## config.mk

```make
export PLATFORM = sky130hd
export DESIGN_NAME = sprite_atlas_frame_sequencer_core
export DESIGN_NICKNAME = d
export VERILOG_FILES = /design/src/rtl/safs_pkg.sv /design/src/rtl/sprite_atlas_frame_sequencer_core.sv /design/src/rtl/safs_front.sv /design/src/rtl/safs_div.sv /design/src/rtl/safs_back.sv
export VERILOG_INCLUDE_DIRS = /design/src /design/src/rtl
export SDC_FILE = /design/constraint.sdc
export NUM_CORES = 1
export LEC_CHECK = 0
export ABC_AREA = 1
export BUFFER_PORTS_ARGS = -buffer_cell sky130_fd_sc_hd__buf_2
export CAP_MARGIN = 20
export CORE_MARGIN = 5
export CORE_UTILIZATION = 50
export DETAILED_ROUTE_END_ITERATION = 10
export PLACE_DENSITY = 0.71
export SYNTH_ARGS = -nofsm -noshare
export SYNTH_HDL_FRONTEND = slang
export SYNTH_SLANG_ARGS = --single-unit
export TNS_END_PERCENT = 50
```

## constraint.sdc

```tcl
create_clock -name aclk -period 18.89 [get_ports aclk]
set_input_delay 0.9445 -clock aclk [delete_from_list [all_inputs] [get_ports aclk]]
set_output_delay 0.9445 -clock aclk [all_outputs]
set_load 0.02 [all_outputs]
```

## src/rtl/assert_macros.svh

```systemverilog
// assertion macros shared by the rtl modules
`ifndef ASSERT_MACROS_SVH
`define ASSERT_MACROS_SVH
`ifndef SYNTHESIS
`define ASSERT_IMPLY(label, clk, rstn, ante, cons) \
    label: assert property (@(posedge clk) disable iff (!(rstn)) (ante) |-> (cons)) \
        else $error("implication check failed");
`define ASSERT_NEXT(label, clk, rstn, ante, cons) \
    label: assert property (@(posedge clk) disable iff (!(rstn)) (ante) |=> (cons)) \
        else $error("next-cycle check failed");
`else
`define ASSERT_IMPLY(label, clk, rstn, ante, cons)
`define ASSERT_NEXT(label, clk, rstn, ante, cons)
`endif
`endif

```

## src/rtl/safs_pkg.sv

```systemverilog
// shared types, constants and codes of the sprite atlas frame sequencer
package safs_pkg;

    localparam int FRAME_WIDTH  = 32;
    localparam int FRAME_HEIGHT = 32;

    localparam int FRAME_IDX_W = 10;
    localparam int SHEET_POS_W = 12;
    localparam int SHEET_W_W   = 13;
    localparam int TPF_W       = 16;
    localparam int COORD_W     = 16;
    localparam int COLOR_W     = 32;
    localparam int ELAPSED_W   = 32;

    localparam int CFG_IDX_W  = 3;
    localparam int CFG_DATA_W = 16;

    // serial divider, two quotient bits per cycle
    localparam int DIV_W      = 32;
    localparam int DIVISOR_W  = 16;
    localparam int DIV_CYCLES = DIV_W / 2;
    localparam int DIV_CNT_W  = $clog2(DIV_CYCLES);

    localparam int FW_W  = $clog2(FRAME_WIDTH + 1);
    localparam int FH_W  = $clog2(FRAME_HEIGHT + 1);
    localparam int POS_W = FRAME_IDX_W + FW_W;
    localparam int TOP_RAW_W = POS_W + FH_W + 1;
    localparam int TOP_W = (TOP_RAW_W > COORD_W + 1) ? TOP_RAW_W : COORD_W + 1;

    localparam int OUT_W    = FRAME_IDX_W + 4 * COORD_W + COLOR_W;
    localparam int TDATA_W  = ((OUT_W + 7) / 8) * 8;
    localparam int S_TDATA_W = COLOR_W;

    localparam int QDEPTH = 2;
    localparam int QPTR_W = $clog2(QDEPTH);
    localparam int QCNT_W = $clog2(QDEPTH + 1);

    typedef enum logic [CFG_IDX_W-1:0] {
        REG_SHEET_LEFT      = 3'd0,
        REG_SHEET_TOP       = 3'd1,
        REG_SHEET_WIDTH     = 3'd2,
        REG_FIRST_FRAME     = 3'd3,
        REG_LAST_FRAME      = 3'd4,
        REG_TICKS_PER_FRAME = 3'd5,
        REG_LOOP_ENABLE     = 3'd6
    } cfg_idx_t;

    typedef enum logic {
        KIND_TICK    = 1'b0,
        KIND_RESTART = 1'b1
    } kind_t;

    typedef enum logic [2:0] {
        BK_IDLE,
        BK_STEP,
        BK_WRAP,
        BK_POS,
        BK_EMIT
    } back_state_t;

    typedef struct packed {
        logic [SHEET_POS_W-1:0] sheet_left;
        logic [SHEET_POS_W-1:0] sheet_top;
        logic [SHEET_W_W-1:0]   sheet_width;
        logic [FRAME_IDX_W-1:0] first_frame;
        logic [FRAME_IDX_W-1:0] last_frame;
        logic [TPF_W-1:0]       ticks_per_frame;
        logic                   loop_enable;
    } cfg_t;

    typedef struct packed {
        kind_t              kind;
        logic [COLOR_W-1:0] tint;
    } qent_t;

    typedef struct packed {
        logic                 start;
        logic [DIV_W-1:0]     dividend;
        logic [DIVISOR_W-1:0] divisor;
    } div_req_t;

    typedef struct packed {
        logic                 done;
        logic [DIV_W-1:0]     quot;
        logic [DIVISOR_W-1:0] rem;
    } div_rsp_t;

    typedef struct packed {
        logic [COLOR_W-1:0]     draw_color;
        logic [COORD_W-1:0]     rect_bottom;
        logic [COORD_W-1:0]     rect_right;
        logic [COORD_W-1:0]     rect_top;
        logic [COORD_W-1:0]     rect_left;
        logic [FRAME_IDX_W-1:0] frame_index;
    } result_t;

endpackage

```

## src/rtl/sprite_atlas_frame_sequencer_core.sv

```systemverilog
// top level of the sprite atlas frame sequencer: ports, config registers, packing
//
//  channel  direction  payload
//  s_       in         tuser: command, tdata: tint_color
//  m_       out        tdata: frame_index, rect_left/top/right/bottom, draw_color
//  cfg_     in         cfg_index, cfg_wdata, write on cfg_wr_en
//
// a render tick makes three passes through the shared serial divider (elapsed /
// ticks, step mod span, atlas position / sheet width), plus dispatch and output
// load. a restart only clears the elapsed counter and skips the divider.
// reset is synchronous and active low; the two-entry input queue keeps taking
// transactions while a result waits in the output register.
module sprite_atlas_frame_sequencer_core (
    input  logic                           aclk,
    input  logic                           aresetn,
    input  logic                           s_tvalid,
    output logic                           s_tready,
    // tint_color[31:0]
    input  logic [safs_pkg::S_TDATA_W-1:0] s_tdata,
    // command
    input  logic                           s_tuser,
    output logic                           m_tvalid,
    input  logic                           m_tready,
    // frame_index[9:0], rect_left[25:10], rect_top[41:26], rect_right[57:42],
    // rect_bottom[73:58], draw_color[105:74], zero pad above
    output logic [safs_pkg::TDATA_W-1:0]   m_tdata,
    input  logic                           cfg_wr_en,
    input  logic [safs_pkg::CFG_IDX_W-1:0] cfg_index,
    input  logic [safs_pkg::CFG_DATA_W-1:0] cfg_wdata
);
    import safs_pkg::*;

    cfg_t     cfg_reg;
    logic     q_valid;
    qent_t    q_entry;
    logic     q_pop;
    div_req_t div_req;
    div_rsp_t div_rsp;
    result_t  m_result;

    always_ff @(posedge aclk) begin
        if (!aresetn) begin
            cfg_reg.sheet_left      <= '0;
            cfg_reg.sheet_top       <= '0;
            cfg_reg.sheet_width     <= SHEET_W_W'(256);
            cfg_reg.first_frame     <= '0;
            cfg_reg.last_frame      <= '0;
            cfg_reg.ticks_per_frame <= TPF_W'(1);
            cfg_reg.loop_enable     <= 1'b0;
        end else if (cfg_wr_en) begin
            case (cfg_idx_t'(cfg_index))
                REG_SHEET_LEFT:      cfg_reg.sheet_left      <= cfg_wdata[SHEET_POS_W-1:0];
                REG_SHEET_TOP:       cfg_reg.sheet_top       <= cfg_wdata[SHEET_POS_W-1:0];
                REG_SHEET_WIDTH:     cfg_reg.sheet_width     <= cfg_wdata[SHEET_W_W-1:0];
                REG_FIRST_FRAME:     cfg_reg.first_frame     <= cfg_wdata[FRAME_IDX_W-1:0];
                REG_LAST_FRAME:      cfg_reg.last_frame      <= cfg_wdata[FRAME_IDX_W-1:0];
                REG_TICKS_PER_FRAME: cfg_reg.ticks_per_frame <= cfg_wdata[TPF_W-1:0];
                REG_LOOP_ENABLE:     cfg_reg.loop_enable     <= cfg_wdata[0];
                default: begin
                    cfg_reg <= cfg_reg;
                end
            endcase
        end
    end

    safs_front u_front (
        .aclk     (aclk),
        .aresetn  (aresetn),
        .s_tvalid (s_tvalid),
        .s_tready (s_tready),
        .s_tdata  (s_tdata),
        .s_tuser  (s_tuser),
        .q_valid  (q_valid),
        .q_entry  (q_entry),
        .q_pop    (q_pop)
    );

    safs_div u_div (
        .aclk    (aclk),
        .aresetn (aresetn),
        .req     (div_req),
        .rsp     (div_rsp)
    );

    safs_back u_back (
        .aclk     (aclk),
        .aresetn  (aresetn),
        .cfg      (cfg_reg),
        .q_valid  (q_valid),
        .q_entry  (q_entry),
        .q_pop    (q_pop),
        .div_req  (div_req),
        .div_rsp  (div_rsp),
        .m_valid  (m_tvalid),
        .m_ready  (m_tready),
        .m_result (m_result)
    );

    assign m_tdata = {{(TDATA_W - OUT_W){1'b0}}, m_result};

endmodule

```

## src/rtl/safs_front.sv

```systemverilog
// front end: accepts input transactions, tags their kind and queues them
module safs_front (
    input  logic                         aclk,
    input  logic                         aresetn,
    input  logic                         s_tvalid,
    output logic                         s_tready,
    input  logic [safs_pkg::S_TDATA_W-1:0] s_tdata,
    input  logic                         s_tuser,
    output logic                         q_valid,
    output safs_pkg::qent_t              q_entry,
    input  logic                         q_pop
);
    import safs_pkg::*;

    qent_t             mem_reg [QDEPTH];
    logic [QPTR_W-1:0] wr_ptr_reg;
    logic [QPTR_W-1:0] rd_ptr_reg;
    logic [QCNT_W-1:0] count_reg;
    logic              push;
    logic              pop;
    qent_t             in_entry;

    assign s_tready = (count_reg != QCNT_W'(QDEPTH));
    assign push     = s_tvalid && s_tready;
    assign q_valid  = (count_reg != '0);
    assign pop      = q_pop && q_valid;
    assign q_entry  = mem_reg[rd_ptr_reg];

    always_comb begin
        in_entry.kind = kind_t'(s_tuser);
        in_entry.tint = s_tdata;
    end

    always_ff @(posedge aclk) begin
        if (push) begin
            mem_reg[wr_ptr_reg] <= in_entry;
        end
    end

    always_ff @(posedge aclk) begin
        if (!aresetn) begin
            wr_ptr_reg <= '0;
            rd_ptr_reg <= '0;
            count_reg  <= '0;
        end else begin
            if (push) begin
                wr_ptr_reg <= wr_ptr_reg + 1'b1;
            end
            if (pop) begin
                rd_ptr_reg <= rd_ptr_reg + 1'b1;
            end
            if (push && !pop) begin
                count_reg <= count_reg + 1'b1;
            end else if (pop && !push) begin
                count_reg <= count_reg - 1'b1;
            end
        end
    end

endmodule

```

## src/rtl/safs_div.sv

```systemverilog
// shared serial divider, two restoring steps per cycle
module safs_div (
    input  logic               aclk,
    input  logic               aresetn,
    input  safs_pkg::div_req_t req,
    output safs_pkg::div_rsp_t rsp
);
    import safs_pkg::*;
    `include "assert_macros.svh"

    logic                 busy_reg;
    logic                 done_reg;
    logic [DIV_CNT_W-1:0] count_reg;
    logic [DIV_W-1:0]     dq_reg;
    logic [DIVISOR_W-1:0] rem_reg;
    logic [DIVISOR_W-1:0] dsr_reg;
    logic [DIV_W-1:0]     dq_next;
    logic [DIVISOR_W-1:0] rem_next;

    always_comb begin
        logic [DIVISOR_W:0]   trial;
        logic [DIV_W-1:0]     q;
        logic [DIVISOR_W-1:0] r;
        q = dq_reg;
        r = rem_reg;
        for (int i = 0; i < 2; i++) begin
            trial = {r, q[DIV_W-1]};
            q = {q[DIV_W-2:0], 1'b0};
            if (trial >= {1'b0, dsr_reg}) begin
                trial = trial - {1'b0, dsr_reg};
                q[0] = 1'b1;
            end
            r = trial[DIVISOR_W-1:0];
        end
        dq_next  = q;
        rem_next = r;
    end

    always_ff @(posedge aclk) begin
        if (req.start) begin
            dq_reg  <= req.dividend;
            rem_reg <= '0;
            dsr_reg <= req.divisor;
        end else if (busy_reg) begin
            dq_reg  <= dq_next;
            rem_reg <= rem_next;
        end
    end

    always_ff @(posedge aclk) begin
        if (!aresetn) begin
            busy_reg  <= 1'b0;
            done_reg  <= 1'b0;
            count_reg <= '0;
        end else begin
            done_reg <= 1'b0;
            if (req.start) begin
                busy_reg  <= 1'b1;
                count_reg <= '0;
            end else if (busy_reg) begin
                count_reg <= count_reg + 1'b1;
                if (count_reg == DIV_CNT_W'(DIV_CYCLES - 1)) begin
                    busy_reg <= 1'b0;
                    done_reg <= 1'b1;
                end
            end
        end
    end

    assign rsp.done = done_reg;
    assign rsp.quot = dq_reg;
    assign rsp.rem  = rem_reg;

    `ASSERT_NEXT(a_div_finishes, aclk, aresetn, busy_reg && !req.start && count_reg == DIV_CNT_W'(DIV_CYCLES - 1), done_reg && !busy_reg)
    `ASSERT_IMPLY(a_div_done_idle, aclk, aresetn, done_reg, !busy_reg)
    `ASSERT_IMPLY(a_div_no_restart, aclk, aresetn, req.start, !busy_reg)

endmodule

```

## src/rtl/safs_back.sv

```systemverilog
// back end: elapsed counter, frame selection, rectangle math and output register
module safs_back (
    input  logic                aclk,
    input  logic                aresetn,
    input  safs_pkg::cfg_t      cfg,
    input  logic                q_valid,
    input  safs_pkg::qent_t     q_entry,
    output logic                q_pop,
    output safs_pkg::div_req_t  div_req,
    input  safs_pkg::div_rsp_t  div_rsp,
    output logic                m_valid,
    input  logic                m_ready,
    output safs_pkg::result_t   m_result
);
    import safs_pkg::*;
    `include "assert_macros.svh"

    back_state_t            state_reg;
    back_state_t            state_next;
    logic [ELAPSED_W-1:0]   elapsed_reg;
    logic [DIV_W-1:0]       step_reg;
    logic [FRAME_IDX_W-1:0] frame_reg;
    logic [COLOR_W-1:0]     tint_reg;
    result_t                pend_reg;
    result_t                out_reg;
    logic                   out_valid_reg;

    logic [TPF_W-1:0]       tpf;
    logic [SHEET_W_W-1:0]   sw;
    logic                   backward;
    logic [FRAME_IDX_W-1:0] span;
    logic [FRAME_IDX_W-1:0] step_sel;
    logic [FRAME_IDX_W-1:0] frame_sel;
    logic [POS_W-1:0]       pos;
    logic [COORD_W:0]       left_wide;
    logic [TOP_W-1:0]       top_wide;
    logic [COORD_W-1:0]     left_sat;
    logic [COORD_W-1:0]     top_sat;
    logic [COORD_W:0]       right_wide;
    logic [COORD_W:0]       bottom_wide;
    result_t                pend_next;
    logic                   out_free;
    logic                   emit;

    assign tpf      = (cfg.ticks_per_frame == '0) ? TPF_W'(1) : cfg.ticks_per_frame;
    assign sw       = (cfg.sheet_width == '0) ? SHEET_W_W'(1) : cfg.sheet_width;
    assign backward = cfg.first_frame > cfg.last_frame;
    assign span     = backward ? cfg.first_frame - cfg.last_frame
                               : cfg.last_frame - cfg.first_frame;
    assign out_free = !out_valid_reg || m_ready;

    // frame selection from the step clamped to span, or with looping its remainder modulo span + 1
    always_comb begin
        if (cfg.loop_enable) begin
            step_sel = div_rsp.rem[FRAME_IDX_W-1:0];
        end else if (step_reg > DIV_W'(span)) begin
            step_sel = span;
        end else begin
            step_sel = step_reg[FRAME_IDX_W-1:0];
        end
        if (cfg.first_frame == cfg.last_frame) begin
            frame_sel = cfg.first_frame;
        end else if (backward) begin
            frame_sel = cfg.first_frame - step_sel;
        end else begin
            frame_sel = cfg.first_frame + step_sel;
        end
    end

    assign pos = POS_W'(frame_sel) * POS_W'(FRAME_WIDTH);

    // rectangle from the atlas division
    always_comb begin
        left_wide = (COORD_W + 1)'(cfg.sheet_left) + (COORD_W + 1)'(div_rsp.rem);
        top_wide  = TOP_W'(cfg.sheet_top)
                  + TOP_W'(div_rsp.quot[POS_W-1:0]) * TOP_W'(FRAME_HEIGHT);
        left_sat  = left_wide[COORD_W] ? {COORD_W{1'b1}} : left_wide[COORD_W-1:0];
        top_sat   = (|top_wide[TOP_W-1:COORD_W]) ? {COORD_W{1'b1}}
                                                 : top_wide[COORD_W-1:0];
        right_wide  = (COORD_W + 1)'(left_sat) + (COORD_W + 1)'(FRAME_WIDTH);
        bottom_wide = (COORD_W + 1)'(top_sat) + (COORD_W + 1)'(FRAME_HEIGHT);
        pend_next.frame_index = frame_reg;
        pend_next.rect_left   = left_sat;
        pend_next.rect_top    = top_sat;
        pend_next.rect_right  = right_wide[COORD_W] ? {COORD_W{1'b1}}
                                                    : right_wide[COORD_W-1:0];
        pend_next.rect_bottom = bottom_wide[COORD_W] ? {COORD_W{1'b1}}
                                                     : bottom_wide[COORD_W-1:0];
        pend_next.draw_color  = tint_reg;
    end

    always_comb begin
        state_next = state_reg;
        case (state_reg)
            BK_IDLE: begin
                if (q_valid && q_entry.kind == KIND_TICK) begin
                    state_next = BK_STEP;
                end
            end
            BK_STEP: begin
                if (div_rsp.done) begin
                    state_next = BK_WRAP;
                end
            end
            BK_WRAP: begin
                if (div_rsp.done) begin
                    state_next = BK_POS;
                end
            end
            BK_POS: begin
                if (div_rsp.done) begin
                    state_next = BK_EMIT;
                end
            end
            BK_EMIT: begin
                if (out_free) begin
                    state_next = BK_IDLE;
                end
            end
            default: state_next = BK_IDLE;
        endcase
    end

    always_comb begin
        q_pop            = 1'b0;
        div_req.start    = 1'b0;
        div_req.dividend = elapsed_reg;
        div_req.divisor  = tpf;
        emit             = 1'b0;
        case (state_reg)
            BK_IDLE: begin
                q_pop = q_valid;
                div_req.start = q_valid && q_entry.kind == KIND_TICK;
            end
            BK_STEP: begin
                div_req.start    = div_rsp.done;
                div_req.dividend = div_rsp.quot;
                div_req.divisor  = DIVISOR_W'(span) + 1'b1;
            end
            BK_WRAP: begin
                div_req.start    = div_rsp.done;
                div_req.dividend = DIV_W'(pos);
                div_req.divisor  = DIVISOR_W'(sw);
            end
            BK_EMIT: begin
                emit = out_free;
            end
            default: begin
                q_pop = 1'b0;
            end
        endcase
    end

    always_ff @(posedge aclk) begin
        if (state_reg == BK_IDLE && q_valid) begin
            tint_reg <= q_entry.tint;
        end
        if (state_reg == BK_STEP && div_rsp.done) begin
            step_reg <= div_rsp.quot;
        end
        if (state_reg == BK_WRAP && div_rsp.done) begin
            frame_reg <= frame_sel;
        end
        if (state_reg == BK_POS && div_rsp.done) begin
            pend_reg <= pend_next;
        end
        if (emit) begin
            out_reg <= pend_reg;
        end
    end

    always_ff @(posedge aclk) begin
        if (!aresetn) begin
            state_reg     <= BK_IDLE;
            elapsed_reg   <= '0;
            out_valid_reg <= 1'b0;
        end else begin
            state_reg <= state_next;
            if (state_reg == BK_IDLE && q_valid && q_entry.kind == KIND_RESTART) begin
                elapsed_reg <= '0;
            end else if (emit && elapsed_reg != {ELAPSED_W{1'b1}}) begin
                elapsed_reg <= elapsed_reg + 1'b1;
            end
            if (emit) begin
                out_valid_reg <= 1'b1;
            end else if (m_ready) begin
                out_valid_reg <= 1'b0;
            end
        end
    end

    assign m_valid  = out_valid_reg;
    assign m_result = out_reg;

    `ASSERT_NEXT(a_elapsed_sat, aclk, aresetn, elapsed_reg == {ELAPSED_W{1'b1}}, elapsed_reg == {ELAPSED_W{1'b1}} || elapsed_reg == '0)

endmodule

```

==> results.cfg <==
[status]
result_of_the_run = finished clean

[placed_design]
place_inst = 3080
routability_cong = 0.918
place.port_buffers = 164
dpl.hpwl_um = 42400

[synthesis]
synth_cells = 2343
synth_top_area_share_pct = 49.9
yosys_register_bits = 537
synth.area.top_cells = sky130_fd_sc_hd__edfxtp_1, sky130_fd_sc_hd__dfxtp_1, sky130_fd_sc_hd__nand2_1
synth_seq_area_share_pct = 61.3
netlist-cell-type-count = 65
synth-warning-count = 0
synth_flop_cell = sky130_fd_sc_hd__edfxtp_1
ys_async_sr_fraction_pct = 0
synthDominantAreaCellType = sky130_fd_sc_hd__edfxtp_1
synth_area_um2 = 24100
synth-edff-count = 400
syn-mean-instance-area_um2 = 10.3

[floorplan]
floorplan.die.width_um = 229
ioPinCount = 171
core.rowCount = 80
fp.dieArea_um2 = 52600
initial_utilization_pct = 50.5
floorplan.die.height_um = 229
floorplan.core_area_um2 = 47600

[cts]
h-tree-depth = 2
tritoncts.num_buffers = 54
cts_repair_resize_count = 0
clock_tree_from_tritoncts = yes
worst_skew_pair.late_latency_ps = 640
clk_pin_slew_ps = 70
clock_tree.buffer_depth = 3
post_cts_hold_buffer_count = 0
cts.sinks = 537
cts_post_setup_buffers_inserted = 0
cts-root-buf = sky130_fd_sc_hd__clkbuf_16

[flow_run]
cap_violations = 0

[sta]
post-route-period-util_pct = 42.9
maxClockFrequency_mhz = 123
period_minus_slack_ps = 8110
rsz0062_at_grt = no
report.final.slew_viol_count = 0
totalNegativeSetupSlack_ps = 0
clock_skew_ps = 63.1
max_slew_margin_pct = 37.0
hold_vio_cnt_final = 0
max_slew.worst_pin.slew_ps = 935
final-setup-viol-count = 0

[setup_path]
ff2ff_setup_slack_ps = 10780
critPathLaunchType = flip-flop
path_common_cell = sky130_fd_sc_hd__nor2_1
timing.rr.start = cfg_reg[19]
criticalPathCategory = flip-flop to flip-flop
critPathMaxFanout = 16
required_ps = 19260
timing.rr.end = u_back.frame_reg[9]
crit_path_end_kind = flip-flop
slowest_delay_ps = 530
worst_ep_arrival_time_ps = 8490
cp_slowest_cell = sky130_fd_sc_hd__nand4_1
rr_worst_depth = 45

[grt]
grt_first_pass_wirelength_um = 90300
antenna_found_initial = 4
grt_overflow_total = 0
grt_pass1_vias = 16400
gr-usage-all-layers_pct = 21.6
largest_net_degree_at_the_start_of_global_routing = 80

[power_and_ir_drop]
power.static_leakage_nw = 11.2
vdd.ir_drop.worst_v = 0.0000965
pwr_density_cell_nw_per_um2 = 147

[detailed_routing]
routed-via-count = 16900
post_drt_wl_per_cell_um = 18.2
dr.pass1.iters = 6
avgViaCountPerCell = 5.30
routed_wl_um = 58000
detail_route.drc_violations = 0
ant_nets = 0
initialDrtViolationCount = 1338

[worst_hold_path]
timing.hold.worst.class = flip-flop to flip-flop
worst_hold_startpoint = u_back.pend_reg[98]
min_delay_path_depth = 0
hold-path-endpoint = u_back.m_result[98]

[cells_and_area]
layout-drive-gt1-share_pct = 13.6
multi_input_logic_area_um2 = 8050
layout-area-overhead-vs-synth_pct = 14.1
seq_area_um2 = 14800
stdcell_count = 3185
fin_nets = 2681
n_fill_cell = 3986
[critical path: cells and delay by family, from the launching register on]
kind,cells,cell delay [ps]
AND/OR/NAND/NOR,27,4230
AO/OA/AOI/OAI,7,1160
buffers and inverters,5,370
flip-flops,1,340
XOR/XNOR,2,580
adder cells (fa/ha/maj),4,1200
[kinds of logic after synthesis]
logic type | share of synthesized area (%)
compound gates | 9.02
mux | 0.208
buf+inv | 5.38
fa+ha+maj | 5.52
simple gates | 16.3
xor+xnor | 2.26
other cells | 0.0156
flops | 61.3
[placed cells by master, fill, tap and decap left out, drive strengths merged, types with 21 or more instances in the layout]
cell,Yosys,final
edfxtp,400,400
o21ai,186,186
dfxtp,137,137
nor2,232,232
clkinv,2,21
buf,21,180
ha,95,95
inv,264,265
clkbuf,41,72
xor2,44,44
a21oi,144,144
nand4,23,23
nand3,105,105
nand2,489,489
nor3,22,22
[stage by stage]
step | hold WS (ps) | worst slack, ps | instance area [µm²] | power, mW | util, %
finish | 399 | 10780 | 27400 | 4.04 | 57.6
global route | 411 | 9920 | 27400 | 4.29 | 57.6
CTS | 402 | 10890 | 27400 | 4.05 | 57.5
detailed placement | 405 | 10880 | 25500 | 2.94 | 53.5
global placement | 400 | 11060 | 25500 | 2.90 | 53.5
floorplan | 400 | 11010 | 24100 | 2.56 | -
[report_power, final]
part	internal [mW]	switching, mW
combinational	0.441	0.895
sequential	1.50	0.0962
clock	0.640	0.464
total	2.58	1.46
[synth_stat cells, types with 6 or more instances]
| cell | number |
|---|---|
| sky130_fd_sc_hd__nand2_1 | 472 |
| sky130_fd_sc_hd__edfxtp_1 | 400 |
| sky130_fd_sc_hd__inv_1 | 256 |
| sky130_fd_sc_hd__nor2_1 | 222 |
| sky130_fd_sc_hd__o21ai_0 | 170 |
| sky130_fd_sc_hd__a21oi_1 | 141 |
| sky130_fd_sc_hd__dfxtp_1 | 137 |
| sky130_fd_sc_hd__nand3_1 | 98 |
| sky130_fd_sc_hd__ha_1 | 95 |
| sky130_fd_sc_hd__xor2_1 | 44 |
| sky130_fd_sc_hd__clkbuf_1 | 41 |
| sky130_fd_sc_hd__nand4_1 | 21 |
| sky130_fd_sc_hd__nor3_1 | 20 |
| sky130_fd_sc_hd__xnor2_1 | 18 |
| sky130_fd_sc_hd__or2_2 | 17 |
| sky130_fd_sc_hd__nor4_1 | 15 |
| sky130_fd_sc_hd__o21ai_1 | 15 |
| sky130_fd_sc_hd__nand2_2 | 14 |
| sky130_fd_sc_hd__buf_4 | 9 |
| sky130_fd_sc_hd__o21bai_1 | 9 |
| sky130_fd_sc_hd__inv_2 | 8 |
| sky130_fd_sc_hd__nor2_2 | 8 |
| sky130_fd_sc_hd__a211oi_1 | 7 |
| sky130_fd_sc_hd__a22oi_1 | 7 |
| sky130_fd_sc_hd__fa_1 | 7 |
| sky130_fd_sc_hd__nand3_2 | 7 |
| sky130_fd_sc_hd__o22ai_1 | 7 |
| sky130_fd_sc_hd__buf_2 | 6 |
[per-layer routing]
| metal | up-vias | track usage, % | wire [µm] |
|---|---|---|---|
| met5 | - | 0 | 21 |
| met4 | 4 | 7.01 | 1720 |
| met3 | 96 | 4.45 | 3300 |
| met2 | 400 | 37.1 | 28400 |
| met1 | 8025 | 27.6 | 24500 |
| li1 | 8345 | - | - |
[worst max-delay path by stage]
stage / startpoint / to / slack (ps) / cells after the start
floorplan: m_tready / u_back.elapsed_reg[31] / 11010 / 19
global placement: cfg_reg[19] / u_back.frame_reg[9] / 11060 / 44
detailed placement: cfg_reg[19] / u_back.frame_reg[9] / 10880 / 45
CTS: cfg_reg[19] / u_back.frame_reg[9] / 10890 / 45
global route: cfg_reg[19] / u_back.frame_reg[9] / 9920 / 45
finish: cfg_reg[19] / u_back.frame_reg[9] / 10780 / 45
[cell type report]
| type | instances | area share (%) |
|---|---|---|
| diodes | 2 | 0.0182 |
| clock buffers | 72 | 5.65 |
| clock inverters | 30 | 1.29 |
| inverters | 266 | 3.65 |
| multi-input cells | 1483 | 29.3 |
| flip-flops and latches | 537 | 53.8 |
| well taps | 615 | 2.80 |
| repair buffers | 180 | 3.50 |
Power figures use the tool's default switching activity.
